===== src/fcull_pkg.sv =====
// Shared constants, types and stage indexes for the frustum cull test block.
package fcull_pkg;

  localparam int COORD_BITS    = 16;
  localparam int HALF_BITS     = COORD_BITS - 1;
  localparam int NORM_BITS     = 16;
  localparam int FRAC_SHIFT    = 14;
  localparam int NUM_PLANES    = 6;
  localparam int NUM_AXES      = 3;
  localparam int CFG_IDX_BITS  = 3;
  localparam int CFG_DATA_BITS = 4 * NORM_BITS;
  localparam int PROD_BITS     = COORD_BITS + NORM_BITS;
  localparam int OFS_BITS      = NORM_BITS + FRAC_SHIFT;
  localparam int DIST_BITS     = ((PROD_BITS > OFS_BITS) ? PROD_BITS : OFS_BITS) + 2;

  // Pipeline stages: multiply, sum, compare, output register.
  localparam int NUM_STAGES = 4;
  localparam int STG_MUL    = 0;
  localparam int STG_SUM    = 1;
  localparam int STG_CMP    = 2;
  localparam int STG_OUT    = 3;

  typedef logic signed [NORM_BITS-1:0] norm_t;

  typedef struct packed {
    norm_t d;
    norm_t nz;
    norm_t ny;
    norm_t nx;
  } plane_t;

  typedef enum logic [1:0] {
    OP_POINT  = 2'd0,
    OP_SPHERE = 2'd1,
    OP_BOX    = 2'd2
  } op_e;

  typedef enum logic [1:0] {
    VERDICT_INSIDE    = 2'd0,
    VERDICT_INTERSECT = 2'd1,
    VERDICT_OUTSIDE   = 2'd2
  } verdict_e;

  typedef struct packed {
    logic [NUM_STAGES-1:0] ld;
    logic [NUM_STAGES-1:0] vld;
  } pipe_ctl_t;

endpackage


===== src/fcull_pipe_ctl.sv =====
// Valid tracking and per-stage load enables for the elastic test pipeline.
module fcull_pipe_ctl (
  input  logic                 clk_i,
  input  logic                 rst_ni,
  input  logic                 in_valid_i,
  output logic                 in_ready_o,
  input  logic                 out_ready_i,
  output fcull_pkg::pipe_ctl_t ctl_o
);
  import fcull_pkg::*;

  logic [NUM_STAGES-1:0] vld_q, vld_d;
  logic [NUM_STAGES-1:0] rdy;
  logic [NUM_STAGES-1:0] ld;

  // A stage can load when it is empty or its content moves on this cycle.
  always_comb begin
    rdy[NUM_STAGES-1] = !vld_q[NUM_STAGES-1] || out_ready_i;
    for (int k = NUM_STAGES - 2; k >= 0; k--) begin
      rdy[k] = !vld_q[k] || rdy[k+1];
    end
    for (int k = 0; k < NUM_STAGES; k++) begin
      if (k == 0) begin
        ld[k]    = rdy[k] && in_valid_i;
        vld_d[k] = rdy[k] ? in_valid_i : vld_q[k];
      end else begin
        ld[k]    = rdy[k] && vld_q[k-1];
        vld_d[k] = rdy[k] ? vld_q[k-1] : vld_q[k];
      end
    end
  end

  always_ff @(posedge clk_i or negedge rst_ni) begin
    if (!rst_ni) begin
      vld_q <= '0;
    end else begin
      vld_q <= vld_d;
    end
  end

  assign in_ready_o = rdy[0];
  assign ctl_o.ld   = ld;
  assign ctl_o.vld  = vld_q;

  a_accept_fills_first : assert property (@(posedge clk_i) disable iff (!rst_ni)
    in_valid_i && in_ready_o |=> vld_q[STG_MUL])
    else $error("accepted word did not enter the multiply stage");

  a_empty_out_ready : assert property (@(posedge clk_i) disable iff (!rst_ni)
    !vld_q[STG_OUT] |-> in_ready_o)
    else $error("input stalled while the output register is empty");

  a_cmp_moves_out : assert property (@(posedge clk_i) disable iff (!rst_ni)
    vld_q[STG_CMP] && !vld_q[STG_OUT] |=> vld_q[STG_OUT])
    else $error("compare stage word lost on the way to the output");

endmodule


===== config.mk =====
export PLATFORM = sky130hd
export DESIGN_NAME = fcull_pipe_ctl
export DESIGN_NICKNAME = d
export VERILOG_FILES = /design/src/fcull_pkg.sv /design/src/fcull_pipe_ctl.sv
export SDC_FILE = /design/constraint.sdc
export NUM_CORES = 1
export LEC_CHECK = 0
export ABC_AREA = 1
export BUFFER_PORTS_ARGS = -buffer_cell sky130_fd_sc_hd__clkbuf_2
export CORE_AREA = 3 3 40 42
export CTS_CLUSTER_SIZE = 20
export DETAILED_ROUTE_END_ITERATION = 10
export DIE_AREA = 0 0 43 45
export GPL_ROUTABILITY_DRIVEN = 0
export GPL_TIMING_DRIVEN = 0
export HOLD_SLACK_MARGIN = 0.06
export PLACE_DENSITY = 0.41
export SETUP_SLACK_MARGIN = 0.1
export SLEW_MARGIN = 20
export SYNTH_ARGS = -nofsm -noshare
export SYNTH_HDL_FRONTEND = slang
export SYNTH_SLANG_ARGS = --single-unit

===== constraint.sdc =====
create_clock -name clk_i -period 2 [get_ports clk_i]
set_input_delay 0.2 -clock clk_i [delete_from_list [all_inputs] [get_ports clk_i]]
set_output_delay 0.2 -clock clk_i [all_outputs]
set_load 0.01 [all_outputs]

==> run summary <==
CP max stage cell - dfrtp_1
top-count cell post-synth - inv_1
Mean Syn Cell Area - 7.66 um2
Internal Pwr Total - 0.000201 W
post-route cell area - 295 um2
Synth area leader - dfrtp_1
Ys Warns - 0
Worst slew margin - 89.0%
Combinational Power Share - 30.4%
Clk Latency, worst-skew pair - 0.23 ns
Register Area - 100 um2
status - complete, no violations
P_leak - 0.183 nW
clock power share - 32.2%
Die W - 43 um
Final TNS setup - 0 ns
unrepaired setup endpoints after global routing - false
layout filler cell count - 147
Sw Pwr - 0.000101 W
Post-Synth XOR/XNOR Area - 0%
initial antenna violation count - 0
worst path arrival time - 1.08 ns
Final Hold Vio Count - 0
main flop type after synthesis - dfrtp_1
post-DR vias/cell - 3.35
post-CTS setup buffer count - 0
num ports - 13
Post-Syn Area - 184 um2
H-tree levels - 1
Initial Utilization - 14.3%
Worst-Margin Slew - 0.164 ns
clock-pin slew on the worst setup and hold paths - 0.04 ns
HP Class - input pin to flop
largest net degree at the start of global routing - 6
final net count - 46
max-slew violations - 0
worst path required time - 1.80 ns
layout cells sized above 1 - 40.0%
Port Buffers - 12
clock sinks - 4
Post-DRT Antenna Nets - 0
Tmin final - 1.28 ns
Layout Area Growth over Synthesis - 60.5%
CTS max path bufs - 2
FFs w/ async S/R, synth - 100%
post-DR wirelength/cell - 7.95 um
CP delay by family, top - flip-flops
Synth Area in Compound Gates - 2.72%
simple logic cell fraction of the synthesized area - 28.6%
DRT Pass-1 Iters - 3
synthesized instance count - 24
die area - 1940 um2
multiplexer area fraction after synthesis - 0%
vias in the first global route - 192
post-synthesis adder-cell area fraction - 0%
clk root buf - clkbuf_4
Core Area - 1280 um2
max-capacitance violation count - 0
Seq/Total Area, Yosys - 54.4%
DR iter-0 viols - 3
clk_skew - 0.00126 ns
Finish-stage setup viols - 0
Critical Path End Type - output pin
cts bufs inserted - 3
Sw Ratio - 33.3%
top cells by count, synth - 7 x inv_1, 6 x nand2_1, 4 x dfrtp_1
P per Cell Area - 1020 nW/um2
Max Fanout on Critical Path - 3
sequential power share - 37.4%
routed vias - 184
largest registers - vld_q (4)
antenna diode count - 0
final worst path period share - 63.8%
hold-fix buffers at CTS - 1
row cnt - 13
largest family of logic cells by synthesized area - simple AND/OR/NAND/NOR gates
first-pass GRT wire length - 841 um
global route overflow - 0
CP max stage delay - 0.36 ns
CP startpoint kind - flop
post-synth cell types - 7
Buf/Inv on CP - 3
fin util - 23.0%
Fmax - 0.784 GHz
Max VDD drop - 0.000223 V
Crit Path Class - flop to output pin
GRT Util Overall - 6.34%
syn nets - 28
Biggest register - vld_q
Synth Register Bits - 4
die height - 45 um
max reg flops - 4
multi-input logic area - 57.6 um2
total wire length - 437 um
critical-path cell list - inv_1, nor2_2, nand2_1, nand2_1, inv_1, clkbuf_2
cells resized by post-CTS repair - 0
Placed Area - 263 um2
Synth area leaders - dfrtp_1 54%, inv_1 14%, nand2_1 12%
number of flops mapped to enable cells by yosys - 0
CTS tree - yes
DRC - 0
Yosys top cell area share - 54.4%
[layout make-up]
class | instances | share of cell area [%]
sequential | 4 | 33.9
tap | 15 | 6.36
timing repair buffer | 13 | 23.7
clock buffer | 3 | 7.63
inverter | 7 | 8.90
multi-input combinational | 13 | 19.5
[worst paths after layout]
check / startpoint / end / slack [ns] / depth (start not counted)
setup reg to reg: vld_q[3]$_DFFE_PN0P_ / vld_q[2]$_DFFE_PN0P_ / 1.15 / 5
min in group asynchronous: rst_ni / vld_q[2]$_DFFE_PN0P_ / 0.32 / 2
max in group asynchronous: rst_ni / vld_q[1]$_DFFE_PN0P_ / 1.55 / 2
setup / recovery: vld_q[3]$_DFFE_PN0P_ / ctl_o[6] / 0.72 / 6
hold reg to reg: vld_q[0]$_DFFE_PN0P_ / vld_q[1]$_DFFE_PN0P_ / 0.54 / 2
hold / removal: in_valid_i / vld_q[0]$_DFFE_PN0P_ / 0.17 / 3
[tightest hold or removal path: stages]
cell and delay [ns]:
clkbuf_2 0.08, inv_1 0.04, nand2_1 0.05
[per-layer routing]
metal  routed length (um)  share of wire (%)  GRT usage [%]
met1                  239                 55           8.23
met2                  121                 28           6.59
met3                   77                 18           4.38
met4                    0                  0           5.42
met5                    0                  0              0
[power by group through the flow]
stage	clock, W	sequential (W)	combinational [W]
floorplan	0	0.000119	0.0000426
global placement	0	0.000114	0.0000930
detailed placement	0	0.000114	0.0000918
CTS	0.000105	0.000113	0.0000938
global route	0.000111	0.000116	0.000108
finish	0.0000970	0.000113	0.0000917
[metrics by stage]
stage | cells | hold WS (ns) | total power (W) | setup WS (ns)
final | 55 | 0.169 | 0.000302 | 0.725
after CTS | 55 | 0.160 | 0.000312 | 0.701
after global routing | 55 | 0.185 | 0.000335 | 0.577
after floorplan | 24 | -0.0956 | 0.000161 | 1.03
after global placement | 51 | 0.0146 | 0.000207 | 0.940
after detailed placement | 51 | 0.0131 | 0.000206 | 0.959
[cell usage in the layout, fill, tap and decap left out, drive strengths merged]
cell / n
clkbuf: 15
inv: 7
nand4: 2
dlygate4sd3: 1
dfrtp: 4
nor2: 4
o21ai: 1
nand2: 6
[kinds of logic (layout without fill, tap and decap cells)]
| group | Yosys count | count (layout) |
|---|---|---|
| flip-flops | 4 | 4 |
| AO/OA/AOI/OAI | 1 | 1 |
| buffers and inverters | 7 | 23 |
| AND/OR/NAND/NOR | 12 | 12 |
(Power assumes the default switching activity.)
