**src/fcull_pkg.sv**
```systemverilog
// Shared constants, types and stage indexes for the frustum cull test block.
package fcull_pkg;

  localparam int COORD_BITS    = 16;
  localparam int HALF_BITS     = COORD_BITS - 1;
  localparam int NORM_BITS     = 16;
  localparam int FRAC_SHIFT    = 14;
  localparam int NUM_PLANES    = 6;
  localparam int NUM_AXES      = 3;
  localparam int CFG_IDX_BITS  = 3;
  localparam int CFG_DATA_BITS = 4 * NORM_BITS;
  localparam int PROD_BITS     = COORD_BITS + NORM_BITS;
  localparam int OFS_BITS      = NORM_BITS + FRAC_SHIFT;
  localparam int DIST_BITS     = ((PROD_BITS > OFS_BITS) ? PROD_BITS : OFS_BITS) + 2;

  // Pipeline stages: multiply, sum, compare, output register.
  localparam int NUM_STAGES = 4;
  localparam int STG_MUL    = 0;
  localparam int STG_SUM    = 1;
  localparam int STG_CMP    = 2;
  localparam int STG_OUT    = 3;

  typedef logic signed [NORM_BITS-1:0] norm_t;

  typedef struct packed {
    norm_t d;
    norm_t nz;
    norm_t ny;
    norm_t nx;
  } plane_t;

  typedef enum logic [1:0] {
    OP_POINT  = 2'd0,
    OP_SPHERE = 2'd1,
    OP_BOX    = 2'd2
  } op_e;

  typedef enum logic [1:0] {
    VERDICT_INSIDE    = 2'd0,
    VERDICT_INTERSECT = 2'd1,
    VERDICT_OUTSIDE   = 2'd2
  } verdict_e;

  typedef struct packed {
    logic [NUM_STAGES-1:0] ld;
    logic [NUM_STAGES-1:0] vld;
  } pipe_ctl_t;

endpackage

```
**src/fcull_plane_lane.sv**
```systemverilog
// One plane's lane: products, distance and margin sums, and the two sign tests.
module fcull_plane_lane (
  input  logic                                clk_i,
  input  fcull_pkg::pipe_ctl_t                ctl_i,
  input  fcull_pkg::plane_t                   plane_i,
  input  logic signed [fcull_pkg::COORD_BITS-1:0] center_i [fcull_pkg::NUM_AXES],
  input  logic [fcull_pkg::HALF_BITS-1:0]     half_i [fcull_pkg::NUM_AXES],
  input  logic [1:0]                          op_i,
  input  logic [fcull_pkg::HALF_BITS-1:0]     radius_i,
  output logic                                outside_o,
  output logic                                cross_o
);
  import fcull_pkg::*;

  norm_t                       norm [NUM_AXES];
  logic [NORM_BITS:0]          norm_abs [NUM_AXES];
  logic signed [PROD_BITS-1:0] prod_d [NUM_AXES];
  logic signed [PROD_BITS-1:0] prod_q [NUM_AXES];
  logic [PROD_BITS-1:0]        mag_d [NUM_AXES];
  logic [PROD_BITS-1:0]        mag_q [NUM_AXES];
  logic signed [DIST_BITS-1:0] dist_d, dist_q;
  logic [DIST_BITS-1:0]        spread;
  logic [DIST_BITS-1:0]        margin_d, margin_q;
  logic [DIST_BITS:0]          far_sum, near_sum;
  logic                        outside_q, cross_q;

  assign norm[0] = plane_i.nx;
  assign norm[1] = plane_i.ny;
  assign norm[2] = plane_i.nz;

  // Multiply stage: center products and magnitudes of the half-extent products.
  always_comb begin
    for (int a = 0; a < NUM_AXES; a++) begin
      norm_abs[a] = norm[a][NORM_BITS-1] ? (NORM_BITS+1)'(-(NORM_BITS+1)'(norm[a]))
                                         : (NORM_BITS+1)'(norm[a]);
      prod_d[a]   = PROD_BITS'(norm[a]) * PROD_BITS'(center_i[a]);
      mag_d[a]    = PROD_BITS'(norm_abs[a]) * PROD_BITS'(half_i[a]);
    end
  end

  always_ff @(posedge clk_i) begin
    if (ctl_i.ld[STG_MUL]) begin
      prod_q <= prod_d;
      mag_q  <= mag_d;
    end
  end

  // Sum stage. The box's nearest and farthest corners sit at the center
  // distance minus and plus the summed magnitudes.
  always_comb begin
    dist_d = DIST_BITS'(prod_q[0]) + DIST_BITS'(prod_q[1]) + DIST_BITS'(prod_q[2])
           + (DIST_BITS'(plane_i.d) <<< FRAC_SHIFT);
    spread = DIST_BITS'(mag_q[0]) + DIST_BITS'(mag_q[1]) + DIST_BITS'(mag_q[2]);
    case (op_i)
      OP_POINT:  margin_d = '0;
      OP_SPHERE: margin_d = DIST_BITS'(radius_i) << FRAC_SHIFT;
      OP_BOX:    margin_d = spread;
      default:   margin_d = spread;
    endcase
  end

  always_ff @(posedge clk_i) begin
    if (ctl_i.ld[STG_SUM]) begin
      dist_q   <= dist_d;
      margin_q <= margin_d;
    end
  end

  // Compare stage: sign of distance plus and minus the margin.
  assign far_sum  = {dist_q[DIST_BITS-1], dist_q} + {1'b0, margin_q};
  assign near_sum = {dist_q[DIST_BITS-1], dist_q} - {1'b0, margin_q};

  always_ff @(posedge clk_i) begin
    if (ctl_i.ld[STG_CMP]) begin
      outside_q <= far_sum[DIST_BITS];
      cross_q   <= near_sum[DIST_BITS];
    end
  end

  assign outside_o = outside_q;
  assign cross_o   = cross_q;

  a_outside_implies_cross : assert property (@(posedge clk_i)
    ctl_i.vld[STG_CMP] |-> !(outside_q && !cross_q))
    else $error("plane reports outside without its near side behind it");

endmodule

```
**config.mk**
```make
export PLATFORM = sky130hd
export DESIGN_NAME = fcull_plane_lane
export DESIGN_NICKNAME = d
export VERILOG_FILES = /design/src/fcull_pkg.sv /design/src/fcull_plane_lane.sv
export SDC_FILE = /design/constraint.sdc
export NUM_CORES = 2
export LEC_CHECK = 0
export BUFFER_PORTS_ARGS = -buffer_cell sky130_fd_sc_hd__buf_2
export CAP_MARGIN = 20
export CORE_ASPECT_RATIO = 0.75
export CORE_UTILIZATION = 48
export DETAILED_ROUTE_END_ITERATION = 8
export PLACE_DENSITY = 0.69
export SLEW_MARGIN = 5
export SYNTH_ARGS = -nofsm -noshare
export SYNTH_HDL_FRONTEND = slang
export SYNTH_SLANG_ARGS = --single-unit
```
**constraint.sdc**
```tcl
create_clock -name clk_i -period 12.67 [get_ports clk_i]
set_clock_uncertainty 0.1 [all_clocks]
set_input_delay 0.6335 -clock clk_i [delete_from_list [all_inputs] [get_ports clk_i]]
set_output_delay 0.6335 -clock clk_i [all_outputs]
set_load 0.05 [all_outputs]
```
==> results_dict.tcl <==
set metrics [dict create \
    insertion_delay_ps 590 \
    r2r_slack_ps 7690 \
    setup-violations-final 0 \
    final_common_cell "inv_1" \
    place.gp.congestion 0.909 \
    grt_pass1_wl_microns 280000 \
    clockBufferDepth 3 \
    start_kind "primary input" \
    synthArstFlopShare_pct 0 \
    pre_cts_ws_ps 3020 \
    seq_area_frac_synth_pct 11.4 \
    drtPass1Iterations 8 \
    final_cell_mix "inv_1, fa_1, nand2_1" \
    drv_cap 0 \
    wl_per_cell_microns 18.4 \
    drt-total-wl_microns 169000 \
    synthFlopType "edfxtp_1" \
    worst_path_largest_cell_delay_ps 720 \
    dp_hpwl_microns 141000 \
    die-height_microns 331 \
    yosysTopAreaCellShare_pct 41.9 \
    hold_violations 0 \
    slew_viol_final 0 \
    setup_tns_ps 0 \
    endpoint_kind "register" \
    critPathMostFrequentCell "fa_1" \
    synth-edff-count 262 \
    worstMarginPinSlew_ps 1110 \
    cts_made_buffers 26 \
    area_delta_synth_final_pct 5.44 \
    synthCells 7212 \
    slew_headroom_pct 25.7 \
    status "completed" \
    htreeDepth 1 \
    slowest_stage "o41ai_1" \
    ys_warn_count 0 \
    grt_overflow 0 \
    grt_max_degree 86 \
    grt_pass1_vias 52648 \
    synth_top_cell_by_area "fa_1" \
    via_count 48569 \
    synth_area_leaders "fa_1, ha_1, edfxtp_1" \
    drive_gt1_share_pct 4.10 \
    vias_per_cell 5.29 \
    min_path_type "in2reg" \
    layout_min_cycle_time_ps 9260 \
    cts_tree "yes" \
    initial_core_util_pct 48.5 \
    port_buffers 179 \
    required_ps 12940 \
    cts_sinks 262 \
    period_share_pct 73.1 \
    cts-root-buf "clkbuf_16" \
    grtUsageTotal_pct 24.4 \
    cts_setup_buffers 0 \
    final_util_pct 51.1 \
    drt_iter0_drc 3284 \
    die_w_microns 441 \
    core_sq_mm 0.143 \
    synth_seq_cells 262 \
    synth_area_per_cell_sq_um 9.60 \
    rsz0062_at_grt "false" \
    critPathMaxFanout 32 \
    cts_hold_buf 0 \
    fin_cells 9178 \
    dieArea_sq_mm 0.146 \
    netlist_area_sq_mm 0.0693 \
    path_class "in2reg" \
    antenna_found_initial 25 \
    clk_pin_slew_ps 70 \
    dpl.cell_count 9115 \
    final_nets 9563 \
    worstPathArrival_ps 9530 \
    synth_cell_type_count 74 \
    rows 120 \
    cts_resized 0 \
    drcViolationCount 0 \
    io_pins 185 \
    fmax_mhz 108 \
    fin_ws_ps 3410 \
    ant_nets 0 \
]
path summary, 6_finish.rpt:
kind,endpoint,startpoint,cells after the start
setup reg to reg,dist_q[33],prod_q[37],13
hold / removal,outside_o,ctl_i[6],1
setup / recovery,mag_q[94],plane_i[0],31
hold reg to reg,cross_o,dist_q[33],1
per-layer routing:
| metal | global-route usage, % | share of wire [%] |
|---|---|---|
| met4 | 5.37 | 2.5 |
| met5 | 0 | 0.022 |
| met3 | 3.35 | 7.0 |
| met2 | 40.7 | 47 |
| met1 | 33.8 | 43 |
flip-flops by register name, indices dropped and copies added, names as in the netlist:
name	cells
outside_o	1
dist_q	34
prod_q	96
margin_q	34
cross_o	1
mag_q	96
synthesized netlist by cell type (12+ instances only):
master / instances
inv_1: 1658
fa_1: 1450
nand2_1: 804
and2_1: 768
ha_1: 678
edfxtp_1: 262
clkbuf_1: 241
xnor2_1: 212
a21oi_1: 205
nor2_1: 138
o21ai_0: 128
a21o_1: 99
xor2_1: 72
nand2b_1: 66
o21bai_1: 46
nand3_1: 44
nor3_1: 29
o21a_1: 29
nor2b_1: 24
nand4_1: 21
or3_1: 19
a211oi_1: 16
o211ai_1: 16
a31oi_1: 14
o31ai_1: 14
and3_1: 12
nor4_1: 12
layout make-up:
type	count	area (sq um)
fillers	13032	69900
multi-input cells	5086	54500
flip-flops and latches	262	7870
inverters	1658	6220
well taps	1891	2370
repair buffers	218	1200
clock buffers	28	658
clock inverters	20	209
diodes	15	37.5
stage by stage:
step	area, sq um	hold WS, ps
3_3_place_gp	72100	584
3_5_place_dp	72100	569
5_1_grt	73000	203
2_1_floorplan	69400	541
6_report	73000	236
4_1_cts	73000	211
cell families after synthesis:
family | share of synthesized area, %
compound gates | 6.23
flops | 11.4
buf+inv | 10.3
simple gates | 14.3
xor+xnor | 3.59
fa+ha+maj | 54.2
other cells | 0.0108
critical path: cells and delay by family:
family	cells	cell delay, ps
buffers and inverters	7	1080
XOR/XNOR	1	150
AO/OA/AOI/OAI	9	2720
adder cells (fa/ha/maj)	8	3650
AND/OR/NAND/NOR	6	1250
Power is not shown: default switching activity piles up to over one toggle a cycle in this logic, so the estimate is an artifact.
