[src/fcull_pkg.sv]
// Shared constants, types and stage indexes for the frustum cull test block.
package fcull_pkg;

  localparam int COORD_BITS    = 16;
  localparam int HALF_BITS     = COORD_BITS - 1;
  localparam int NORM_BITS     = 16;
  localparam int FRAC_SHIFT    = 14;
  localparam int NUM_PLANES    = 6;
  localparam int NUM_AXES      = 3;
  localparam int CFG_IDX_BITS  = 3;
  localparam int CFG_DATA_BITS = 4 * NORM_BITS;
  localparam int PROD_BITS     = COORD_BITS + NORM_BITS;
  localparam int OFS_BITS      = NORM_BITS + FRAC_SHIFT;
  localparam int DIST_BITS     = ((PROD_BITS > OFS_BITS) ? PROD_BITS : OFS_BITS) + 2;

  // Pipeline stages: multiply, sum, compare, output register.
  localparam int NUM_STAGES = 4;
  localparam int STG_MUL    = 0;
  localparam int STG_SUM    = 1;
  localparam int STG_CMP    = 2;
  localparam int STG_OUT    = 3;

  typedef logic signed [NORM_BITS-1:0] norm_t;

  typedef struct packed {
    norm_t d;
    norm_t nz;
    norm_t ny;
    norm_t nx;
  } plane_t;

  typedef enum logic [1:0] {
    OP_POINT  = 2'd0,
    OP_SPHERE = 2'd1,
    OP_BOX    = 2'd2
  } op_e;

  typedef enum logic [1:0] {
    VERDICT_INSIDE    = 2'd0,
    VERDICT_INTERSECT = 2'd1,
    VERDICT_OUTSIDE   = 2'd2
  } verdict_e;

  typedef struct packed {
    logic [NUM_STAGES-1:0] ld;
    logic [NUM_STAGES-1:0] vld;
  } pipe_ctl_t;

endpackage

[src/fcull_if.sv]


interface fcull_cfg_if;
  import fcull_pkg::*;
  logic                     valid;
  logic                     ready;
  logic [CFG_IDX_BITS-1:0]  index;
  logic [CFG_DATA_BITS-1:0] data;

  modport source (output valid, index, data, input ready);
  modport sink (input valid, index, data, output ready);
endinterface

[src/fcull_cfg_regs.sv]
// Plane register file written through the configuration channel.
module fcull_cfg_regs (
  input  logic              clk_i,
  input  logic              rst_ni,
  fcull_cfg_if.sink         cfg_i,
  output fcull_pkg::plane_t planes_o [fcull_pkg::NUM_PLANES]
);
  import fcull_pkg::*;

  plane_t plane_q [NUM_PLANES];

  assign cfg_i.ready = 1'b1;

  // Writes to indexes past the last plane are dropped.
  always_ff @(posedge clk_i or negedge rst_ni) begin
    if (!rst_ni) begin
      for (int i = 0; i < NUM_PLANES; i++) begin
        plane_q[i] <= '0;
      end
    end else if (cfg_i.valid && (cfg_i.index < CFG_IDX_BITS'(NUM_PLANES))) begin
      plane_q[cfg_i.index] <= plane_t'(cfg_i.data);
    end
  end

  assign planes_o = plane_q;

endmodule

[src/flat_wrapper.sv]
// flat-port wrapper written by rule: the top's interface ports become plain ports
module fcull_cfg_regs_flat import fcull_pkg::*;
  (clk_i, rst_ni, planes_o, cfg_i_valid, cfg_i_index, cfg_i_data, cfg_i_ready);
  fcull_cfg_if cfg_i_i ();
  input  logic clk_i;
  input  logic rst_ni;
  output fcull_pkg::plane_t planes_o[fcull_pkg::NUM_PLANES];
  input wire logic [$bits(cfg_i_i.valid)-1:0] cfg_i_valid;
  input wire logic [$bits(cfg_i_i.index)-1:0] cfg_i_index;
  input wire logic [$bits(cfg_i_i.data)-1:0] cfg_i_data;
  output wire logic [$bits(cfg_i_i.ready)-1:0] cfg_i_ready;
  assign cfg_i_i.valid = cfg_i_valid;
  assign cfg_i_i.index = cfg_i_index;
  assign cfg_i_i.data = cfg_i_data;
  assign cfg_i_ready = cfg_i_i.ready;
  fcull_cfg_regs u_core (.clk_i(clk_i), .rst_ni(rst_ni), .cfg_i(cfg_i_i), .planes_o(planes_o));
endmodule
[config.mk]
export PLATFORM = sky130hd
export DESIGN_NAME = fcull_cfg_regs_flat
export DESIGN_NICKNAME = d
export VERILOG_FILES = /design/src/fcull_pkg.sv /design/src/fcull_if.sv /design/src/fcull_cfg_regs.sv /design/src/flat_wrapper.sv
export SDC_FILE = /design/constraint.sdc
export NUM_CORES = 1
export LEC_CHECK = 0
export ABC_AREA = 1
export BUFFER_PORTS_ARGS = -buffer_cell sky130_fd_sc_hd__clkbuf_2
export CORE_AREA = 2 2 178 180
export CTS_BUF_LIST = sky130_fd_sc_hd__clkbuf_8
export DETAILED_ROUTE_END_ITERATION = 10
export DIE_AREA = 0 0 180 182
export GPL_TIMING_DRIVEN = 1
export MAX_ROUTING_LAYER = met4
export PLACE_DENSITY = 0.76
export RECOVER_POWER = 25
export SETUP_SLACK_MARGIN = 0.15
export SKIP_CTS_REPAIR_TIMING = 1
export SLEW_MARGIN = 40
export SYNTH_ARGS = -nofsm -noshare
export SYNTH_HDL_FRONTEND = slang
export SYNTH_SLANG_ARGS = --single-unit
[constraint.sdc]
create_clock -name clk_i -period 2.2 [get_ports clk_i]
set_clock_uncertainty 0.2 [all_clocks]
set_input_delay 0 -clock clk_i [delete_from_list [all_inputs] [get_ports clk_i]]
set_output_delay 0 -clock clk_i [all_outputs]
set_load 0.02 [all_outputs]
==> flow_metrics.tcl, run 1 <==
set metrics [dict create \
    antenna_found_initial 0 \
    tns_ns 0 \
    nFillCells 2708 \
    io_buffers 453 \
    hp-class "in2reg" \
    root_buffer "clkbuf_8" \
    cp_max_fo 45 \
    dieArea_sq_um 32800 \
    clk_pin_slew_worst_paths_ns 0.07 \
    h-tree-depth 2 \
    clkLatencyLatePin_ns 0.58 \
    grt_setup_unrepaired "false" \
    critPathLaunchType "input pin" \
    start_util 0.479 \
    synth_area_sq_um 14900 \
    hold_viol_final 0 \
    crit_arrival_ns 2.14 \
    dpl.cell_count 2453 \
    cts_tree "done" \
    largest_reg_flops 384 \
    dieWidth_microns 180 \
    endpoint_kind "flip-flop" \
    worst_pin_slew_ns 1.11 \
    leakage_nw 10.6 \
    drc 0 \
    vias 14000 \
    avgSynthCellArea_sq_um 8.94 \
    gp_congestion 0.910 \
    io-pin-count 455 \
    antenna_left 0 \
    powerDensity_nw_per_um2 1050 \
    path_class "in2reg" \
    grt_pass1_vias 13500 \
    wirelength_mm 50.4 \
    cts_buffers 59 \
    maxCapViolations 0 \
    num-nets-final 2255 \
    grt_pass1_wl_mm 77.2 \
    gr-total-overflow 0 \
    setup_viol 0 \
    yosysWarnings 0 \
    syn_inst 1661 \
    via_per_inst 5.33 \
    syn_nets 1731 \
    core_area_sq_um 31000 \
    ys_seq_elements 384 \
    cts_num_sinks 384 \
    grtUsageTotal 0.307 \
    ys_types 10 \
    row_count 65 \
    slew_headroom 0.261 \
    wire_per_inst_microns 19.2 \
    cp.required_ns 2.52 \
    cts_buffer_depth 3 \
    fmax_ghz 0.550 \
    finalCriticalPeriod_ns 1.82 \
    fin_crit_sh 0.827 \
    ys_seq_area_frac 0.647 \
    final_area_sq_um 19200 \
    die_h_microns 182 \
    vdd_drop_max_v 0.000654 \
    area_growth_pct 29.3 \
    whs_ns 0.0762 \
    layout-drive-gt1-share 0.165 \
    grt_max_degree 193 \
    drv_slew 0 \
    dpl.hpwl_mm 32.4 \
    status "complete, no violations" \
    placed_cell_area_sq_um 17600 \
    drt_iter0_drc 1101 \
    fin_cells 2631 \
    dr.pass1.iters 7 \
]
-- final timing paths --
path                                             startpoint                                to  slack (ns)  cells after the start
max                                          cfg_i_index[2]  u_core.planes_o[366]$_DFFE_PN0P_        0.38                      6
min                                          cfg_i_data[43]  u_core.planes_o[171]$_DFFE_PN0P_        0.08                      4
max reg2reg                 u_core.planes_o[81]$_DFFE_PN0P_   u_core.planes_o[81]$_DFFE_PN0P_        1.30                      2
min reg2reg                u_core.planes_o[260]$_DFFE_PN0P_  u_core.planes_o[260]$_DFFE_PN0P_        0.27                      2
max in group asynchronous                            rst_ni  u_core.planes_o[210]$_DFFE_PN0P_        0.61                      4
min in group asynchronous                            rst_ni  u_core.planes_o[155]$_DFFE_PN0P_        0.34                      3
-- cell usage in the layout (no fill, tap or decap), types with 6 or more instances in the layout --
cell	Yosys	layout
clkinv_2	0	9
clkbuf_1	19	224
inv_1	4	25
nand3_1	256	256
buf_4	7	31
buf_12	0	8
dlygate4sd3_1	0	72
dfrtp_1	384	384
clkbuf_2	0	230
nor2_4	0	6
clkbuf_8	0	72
nand2_1	905	899
nand2_2	0	6
-- layout make-up --
cell class                      count  area (sq um)  share of cell area
Clock inverter                     32           158             0.00821
Timing Repair Buffer              568          3160               0.165
Tap cell                          402           503              0.0262
Multi-Input combinational cell   1168          4760               0.248
Sequential cell                   384          9610               0.500
Inverter                            4          15.0            0.000782
Antenna cell                        1          2.50            0.000130
Clock buffer                       72           991              0.0516
-- metal layers --
metal / vias to the layer above / global-route usage / share of wire
li1: 6273 / - / -
met3: 151 / 0.0626 / 0.089
met4: 0 / 0.110 / 0.041
met1: 6836 / 0.409 / 0.41
met5: - / - / 0
met2: 759 / 0.472 / 0.46
-- cell usage after synthesis --
cell type / instances / area, sq um
buf_4: 7 / 52.6
nand2_1: 905 / 3400
clkbuf_1: 19 / 71.3
nand3_1: 256 / 1280
conb_1: 1 / 3.75
inv_1: 4 / 15.0
buf_2: 79 / 395
nor2_1: 3 / 11.3
dfrtp_1: 384 / 9610
nor2_2: 3 / 18.8
-- power by group --
part	total, mW	switching [mW]	internal (mW)	leakage (nW)
combinational	5.09	3.70	1.39	5.05
sequential	9.21	0.819	8.39	4.83
clock	5.79	2.74	3.05	0.684
total	20.1	7.26	12.8	10.6
-- kinds of logic after synthesis --
group | count (synthesis) | share of synthesized area
flops | 384 | 0.647
simple gates | 1167 | 0.317
other cells | 1 | 0.000252
buf+inv | 109 | 0.0360
-- critical path: stages --
cell           delay, ns
dlygate4sd3_1       0.55
clkbuf_2            0.17
nor2_4              0.19
clkbuf_2            0.84
nand3_1             0.20
nand2_1             0.13
-- through the flow --
| step | setup slack (ns) | utilization | total power, mW |
|---|---|---|---|
| 3_3_place_gp | 0.637 | 0.567 | 14.3 |
| 3_5_place_dp | 0.567 | 0.567 | 14.5 |
| 2_1_floorplan | 1.19 | - | 12.1 |
| 5_1_grt | 0.333 | 0.620 | 21.0 |
| 6_report | 0.380 | 0.620 | 20.1 |
| 4_1_cts | 0.770 | 0.605 | 20.2 |
Note: power is estimated with default switching activity, not from simulation.
==> run 2: changes to the inputs <==
--- a/config.mk
+++ b/config.mk
@@ -7,13 +7,13 @@
 export LEC_CHECK = 0
 export ABC_AREA = 1
 export BUFFER_PORTS_ARGS = -buffer_cell sky130_fd_sc_hd__clkbuf_2
-export CORE_AREA = 2 2 178 180
+export CORE_AREA = 2 2 176 178
 export CTS_BUF_LIST = sky130_fd_sc_hd__clkbuf_8
 export DETAILED_ROUTE_END_ITERATION = 10
-export DIE_AREA = 0 0 180 182
+export DIE_AREA = 0 0 178 180
 export GPL_TIMING_DRIVEN = 1
 export MAX_ROUTING_LAYER = met4
-export PLACE_DENSITY = 0.76
+export PLACE_DENSITY = 0.77
 export RECOVER_POWER = 25
 export SETUP_SLACK_MARGIN = 0.15
 export SKIP_CTS_REPAIR_TIMING = 1
==> constraint.sdc (replaced) <==
create_clock -name clk_i -period 1.9 [get_ports clk_i]
set_clock_uncertainty 0.2 [all_clocks]
set_input_delay 0 -clock clk_i [delete_from_list [all_inputs] [get_ports clk_i]]
set_output_delay 0 -clock clk_i [all_outputs]
set_load 0.02 [all_outputs]
==> flow_metrics.tcl, run 2 (synthesis results as in run 1) <==
set metrics [dict create \
    status "complete, but fails checks" \
    failed_checks "hold timing" \
    fin_crit_sh 0.949 \
    cts_buffers 59 \
    cp_max_fo 22 \
    clkLatencyLatePin_ns 0.58 \
    core_area_sq_um 30200 \
    drv_slew 0 \
    cts_tree "done" \
    vdd_drop_max_v 0.000730 \
    dpl.hpwl_mm 31.7 \
    maxCapViolations 0 \
    totalPowerFinal_mw 23.7 \
    io_buffers 453 \
    layout-drive-gt1-share 0.263 \
    hold_viol_final 204 \
    via_per_inst 5.31 \
    n_antenna_cell 0 \
    hp-class "in2reg" \
    fin_util 0.653 \
    start_util 0.492 \
    io-pin-count 455 \
    crit_arrival_ns 2.13 \
    max_stage_delay_ns 0.59 \
    tns_ns 0 \
    dieArea_sq_um 32000 \
    cts_num_sinks 384 \
    final_common_cell "nand2_1" \
    worstPathCellList "dlygate4sd3_1 > clkbuf_2 > inv_1 > nor2_4 > buf_4 > nand3_1 > dlygate4sd3_1 > nand2_1" \
    layout_common_cells "nand2_1 (899), clkbuf_2 (456), dfrtp_1 (384), nand3_1 (256), dlygate4sd3_1 (83)" \
    dieWidth_microns 178 \
    vias 14000 \
    largest_reg_flops 384 \
    critPathLaunchType "input pin" \
    endpoint_kind "flip-flop" \
    wire_per_inst_microns 19.2 \
    root_buffer "clkbuf_8" \
    dr.pass1.iters 6 \
    grt_pass1_wl_mm 76.0 \
    grtUsageTotal 0.315 \
    drc 0 \
    worst_pin_slew_ns 0.681 \
    area_growth_pct 32.6 \
    cp.required_ns 2.23 \
    setup_viol 0 \
    slew_headroom 0.546 \
    gp_congestion 0.879 \
    leakage_nw 11.3 \
    grt_setup_unrepaired "false" \
    gr-total-overflow 0 \
    die_h_microns 180 \
    h-tree-depth 2 \
    antenna_left 0 \
    path_class "in2reg" \
    grt_pass1_vias 13300 \
    antenna_found_initial 0 \
    num-nets-final 2264 \
    clk_pin_slew_worst_paths_ns 0.07 \
    row_count 64 \
    cp_common_cell "dlygate4sd3_1" \
    grt_max_degree 95 \
    cts_buffer_depth 3 \
    drt_iter0_drc 1173 \
    crit_slowest_cell "dlygate4sd3_1" \
    wirelength_mm 50.5 \
    powerDensity_nw_per_um2 1200 \
    finalCriticalPeriod_ns 1.80 \
    fmax_ghz 0.554 \
    whs_ns -0.414 \
]
-- run 2: changes by cell type in the layout (fill, tap and decap cells not counted), moves of 2 or more --
cell,previous run,this run
clkbuf_2,230,456
clkbuf_1,224,0
buf_12,8,18
dlygate4sd3_1,72,83
buf_4,31,19
clkinv_2,9,7
-- run 2: power by group --
part,internal [mW],leakage (nW),switching [mW]
Clock,3.71,0.698,3.16
Sequential,9.72,4.83,0.942
Combinational,1.87,5.80,4.29
Total,15.3,11.3,8.40
-- run 2: cell type report --
class	count	area [sq um]
well taps	396	495
clock buffers	73	1000
multi-input cells	1168	4770
inverters	4	15.0
repair buffers	577	3630
flip-flops and latches	384	9610
clock inverters	31	178
fillers	2419	10500
-- run 2: metrics by stage --
stage          cells  setup WS, ns  hold slack (ns)  cell area, sq um
2_1_floorplan   1661         0.893           -0.496             14900
3_3_place_gp    2444         0.469           -0.291             17700
3_5_place_dp    2444         0.433           -0.285             17700
4_1_cts         2548         0.484           -0.921             18900
5_1_grt         2633        0.0742           -0.425             19700
6_report        2633        0.0963           -0.414             19700
-- run 2: final timing paths --
| kind | start | end | slack, ns | depth (start not counted) |
|---|---|---|---|---|
| worst min register to register | u_core.planes_o[378]$_DFFE_PN0P_ | u_core.planes_o[378]$_DFFE_PN0P_ | 0.27 | 2 |
| worst max register to register | u_core.planes_o[242]$_DFFE_PN0P_ | u_core.planes_o[242]$_DFFE_PN0P_ | 1.02 | 2 |
| min in group asynchronous | rst_ni | u_core.planes_o[156]$_DFFE_PN0P_ | 0.76 | 4 |
| worst min-delay path | cfg_i_index[0] | u_core.planes_o[105]$_DFFE_PN0P_ | -0.41 | 4 |
| max in group asynchronous | rst_ni | u_core.planes_o[200]$_DFFE_PN0P_ | 0.17 | 4 |
| worst max-delay path | cfg_i_index[1] | u_core.planes_o[241]$_DFFE_PN0P_ | 0.1 | 8 |
-- run 2: critical path, delay by kind of cell --
| kind | cells | cell delay [ns] |
|---|---|---|
| simple gates | 3 | 0.37 |
| buf+inv | 5 | 1.75 |
-- run 2: per-layer routing --
metal	share of wire	up-vias	track usage
li1	-	6272	-
met1	0.40	6703	0.430
met2	0.46	850	0.456
met3	0.098	165	0.0679
met4	0.044	0	0.139
met5	0	-	-
==> run 3: changes to the inputs <==
--- a/config.mk
+++ b/config.mk
@@ -12,12 +12,11 @@
 export DETAILED_ROUTE_END_ITERATION = 10
 export DIE_AREA = 0 0 178 180
 export GPL_TIMING_DRIVEN = 1
-export MAX_ROUTING_LAYER = met4
 export PLACE_DENSITY = 0.77
 export RECOVER_POWER = 25
 export SETUP_SLACK_MARGIN = 0.15
 export SKIP_CTS_REPAIR_TIMING = 1
-export SLEW_MARGIN = 40
+export SLEW_MARGIN = 20
 export SYNTH_ARGS = -nofsm -noshare
 export SYNTH_HDL_FRONTEND = slang
 export SYNTH_SLANG_ARGS = --single-unit
==> flow_metrics.tcl, run 3 (synthesis results as in run 1) <==
set metrics [dict create \
    status "complete, but fails checks" \
    failed_checks "hold timing" \
    cts_tree "done" \
    dieArea_sq_um 32000 \
    cts_buffer_depth 3 \
    grt_pass1_wl_mm 76.0 \
    grt_use_met1 0.426 \
    cp_common_cell "dlygate4sd3_1" \
    reg2reg_from "u_core.planes_o[242]$_DFFE_PN0P_" \
    clk_pin_slew_worst_paths_ns 0.07 \
    io-pin-count 455 \
    drc 0 \
    cp.required_ns 2.23 \
    endpoint_kind "flip-flop" \
    finalCriticalPeriod_ns 1.83 \
    drv_slew 0 \
    final_common_cell "nand2_1" \
    h-tree-depth 2 \
    hold_start "cfg_i_index[0]" \
    grtUsageTotal 0.306 \
    layout-drive-gt1-share 0.263 \
    min_path_cells 4 \
    via_per_inst 5.34 \
    critPathBufInv 5 \
    fin_crit_sh 0.964 \
    critPathLaunchType "input pin" \
    worstPathCellList "dlygate4sd3_1 > clkbuf_2 > inv_1 > nor2_4 > buf_4 > nand3_1 > dlygate4sd3_1 > nand2_1" \
    vias 14100 \
    tns_ns 0 \
    clkLatencyLatePin_ns 0.58 \
    whs_ns -0.415 \
    wire_per_inst_microns 19.2 \
    start_util 0.492 \
    vdd_drop_max_v 0.000728 \
    crit_slowest_cell "dlygate4sd3_1" \
    dieWidth_microns 178 \
    antenna_left 0 \
    grt_util_met3 0.0725 \
    placed_cell_area_sq_um 17700 \
    die_h_microns 180 \
    slew_headroom 0.562 \
    final_area_sq_um 19700 \
    maxCapViolations 0 \
    grt_max_degree 95 \
    crit_arrival_ns 2.16 \
    num-nets-final 2265 \
    largest_reg_flops 384 \
    drt_iter0_drc 1278 \
    dpl.hpwl_mm 31.7 \
    gp_congestion 0.865 \
    dr.pass1.iters 5 \
    cpLargestDelayFamily "buffers and inverters" \
    ff2ff_path_depth 2 \
    root_buffer "clkbuf_8" \
    n_antenna_cell 0 \
    worst_pin_slew_ns 0.657 \
    core_area_sq_um 30200 \
    dpl.cell_count 2444 \
    hp-class "in2reg" \
    hold_viol_final 199 \
    totalPowerFinal_mw 23.7 \
    powerDensity_nw_per_um2 1200 \
    wirelength_mm 50.6 \
    cts_num_sinks 384 \
    r2r_setup_slack_ns 1.02 \
    r2r_end "u_core.planes_o[242]$_DFFE_PN0P_" \
    fmax_ghz 0.546 \
    worstHoldEndpoint "u_core.planes_o[105]$_DFFE_PN0P_" \
    grt_setup_unrepaired "false" \
    grt_use_met2 0.455 \
    cts_buffers 59 \
    fin_cells 2634 \
    leakage_nw 11.3 \
    path_class "in2reg" \
    row_count 64 \
    setup_viol 0 \
    area_growth_pct 32.7 \
    grt_pass1_vias 13300 \
    antenna_found_initial 0 \
    io_buffers 453 \
    busiest_layer "met2" \
    cp_max_fo 22 \
    layout_common_cells "nand2_1 (899), clkbuf_2 (456), dfrtp_1 (384), nand3_1 (256), dlygate4sd3_1 (84)" \
    max_stage_delay_ns 0.60 \
    gr-total-overflow 0 \
    nFillCells 2413 \
]
## run 3: cell types whose count changed in the layout (fill, tap and decap cells not counted), sizes merged
cell / before / now
dlygate4sd3: 83 / 84
## run 3: worst max path at each step
stage	to	cells past startpoint	slack (ns)	from
2_1_floorplan	u_core.planes_o[192]$_DFFE_PN0P_	6	0.89	cfg_i_valid
3_3_place_gp	u_core.planes_o[363]$_DFFE_PN0P_	6	0.47	cfg_i_valid
3_5_place_dp	u_core.planes_o[218]$_DFFE_PN0P_	6	0.43	cfg_i_index[1]
4_1_cts	planes_o[125]	1	0.48	u_core.planes_o[125]$_DFFE_PN0P_
5_1_grt	u_core.planes_o[200]$_DFFE_PN0P_	4	0.08	rst_ni
6_report	u_core.planes_o[241]$_DFFE_PN0P_	8	0.07	cfg_i_index[1]
## run 3: metrics by stage
| step | worst slack [ns] | utilization |
|---|---|---|
| 2_1_floorplan | 0.893 | - |
| 3_3_place_gp | 0.469 | 0.585 |
| 3_5_place_dp | 0.433 | 0.585 |
| 4_1_cts | 0.484 | 0.625 |
| 5_1_grt | 0.0790 | 0.653 |
| 6_report | 0.0687 | 0.653 |
## run 3: cell type report
type,count,area [sq um],area share
Clock buffer,73,1000,0.0510
Clock inverter,31,178,0.00901
Inverter,4,15.0,0.000762
Multi-Input combinational cell,1168,4770,0.242
Sequential cell,384,9610,0.488
Tap cell,396,495,0.0251
Timing Repair Buffer,578,3640,0.185
## run 3: layer usage
metal	wire [microns]	share of wire	up-vias
met4	2200	0.044	0
met5	0	0	-
met2	23200	0.46	849
met1	20200	0.40	6776
li1	-	-	6277
met3	4950	0.098	155
## run 3: where the power goes
| group | internal (mW) | total, mW | switching (mW) | leakage (nW) |
|---|---|---|---|---|
| Sequential | 9.72 | 10.7 | 0.943 | 4.83 |
| Clock | 3.70 | 6.88 | 3.18 | 0.698 |
| Combinational | 1.87 | 6.16 | 4.29 | 5.80 |
| Total | 15.3 | 23.7 | 8.41 | 11.3 |
## run 3: worst min-delay path, delay by kind of cell
family	cells	cell delay, ns
buffers and inverters	1	0.11
AND/OR/NAND/NOR	3	0.23
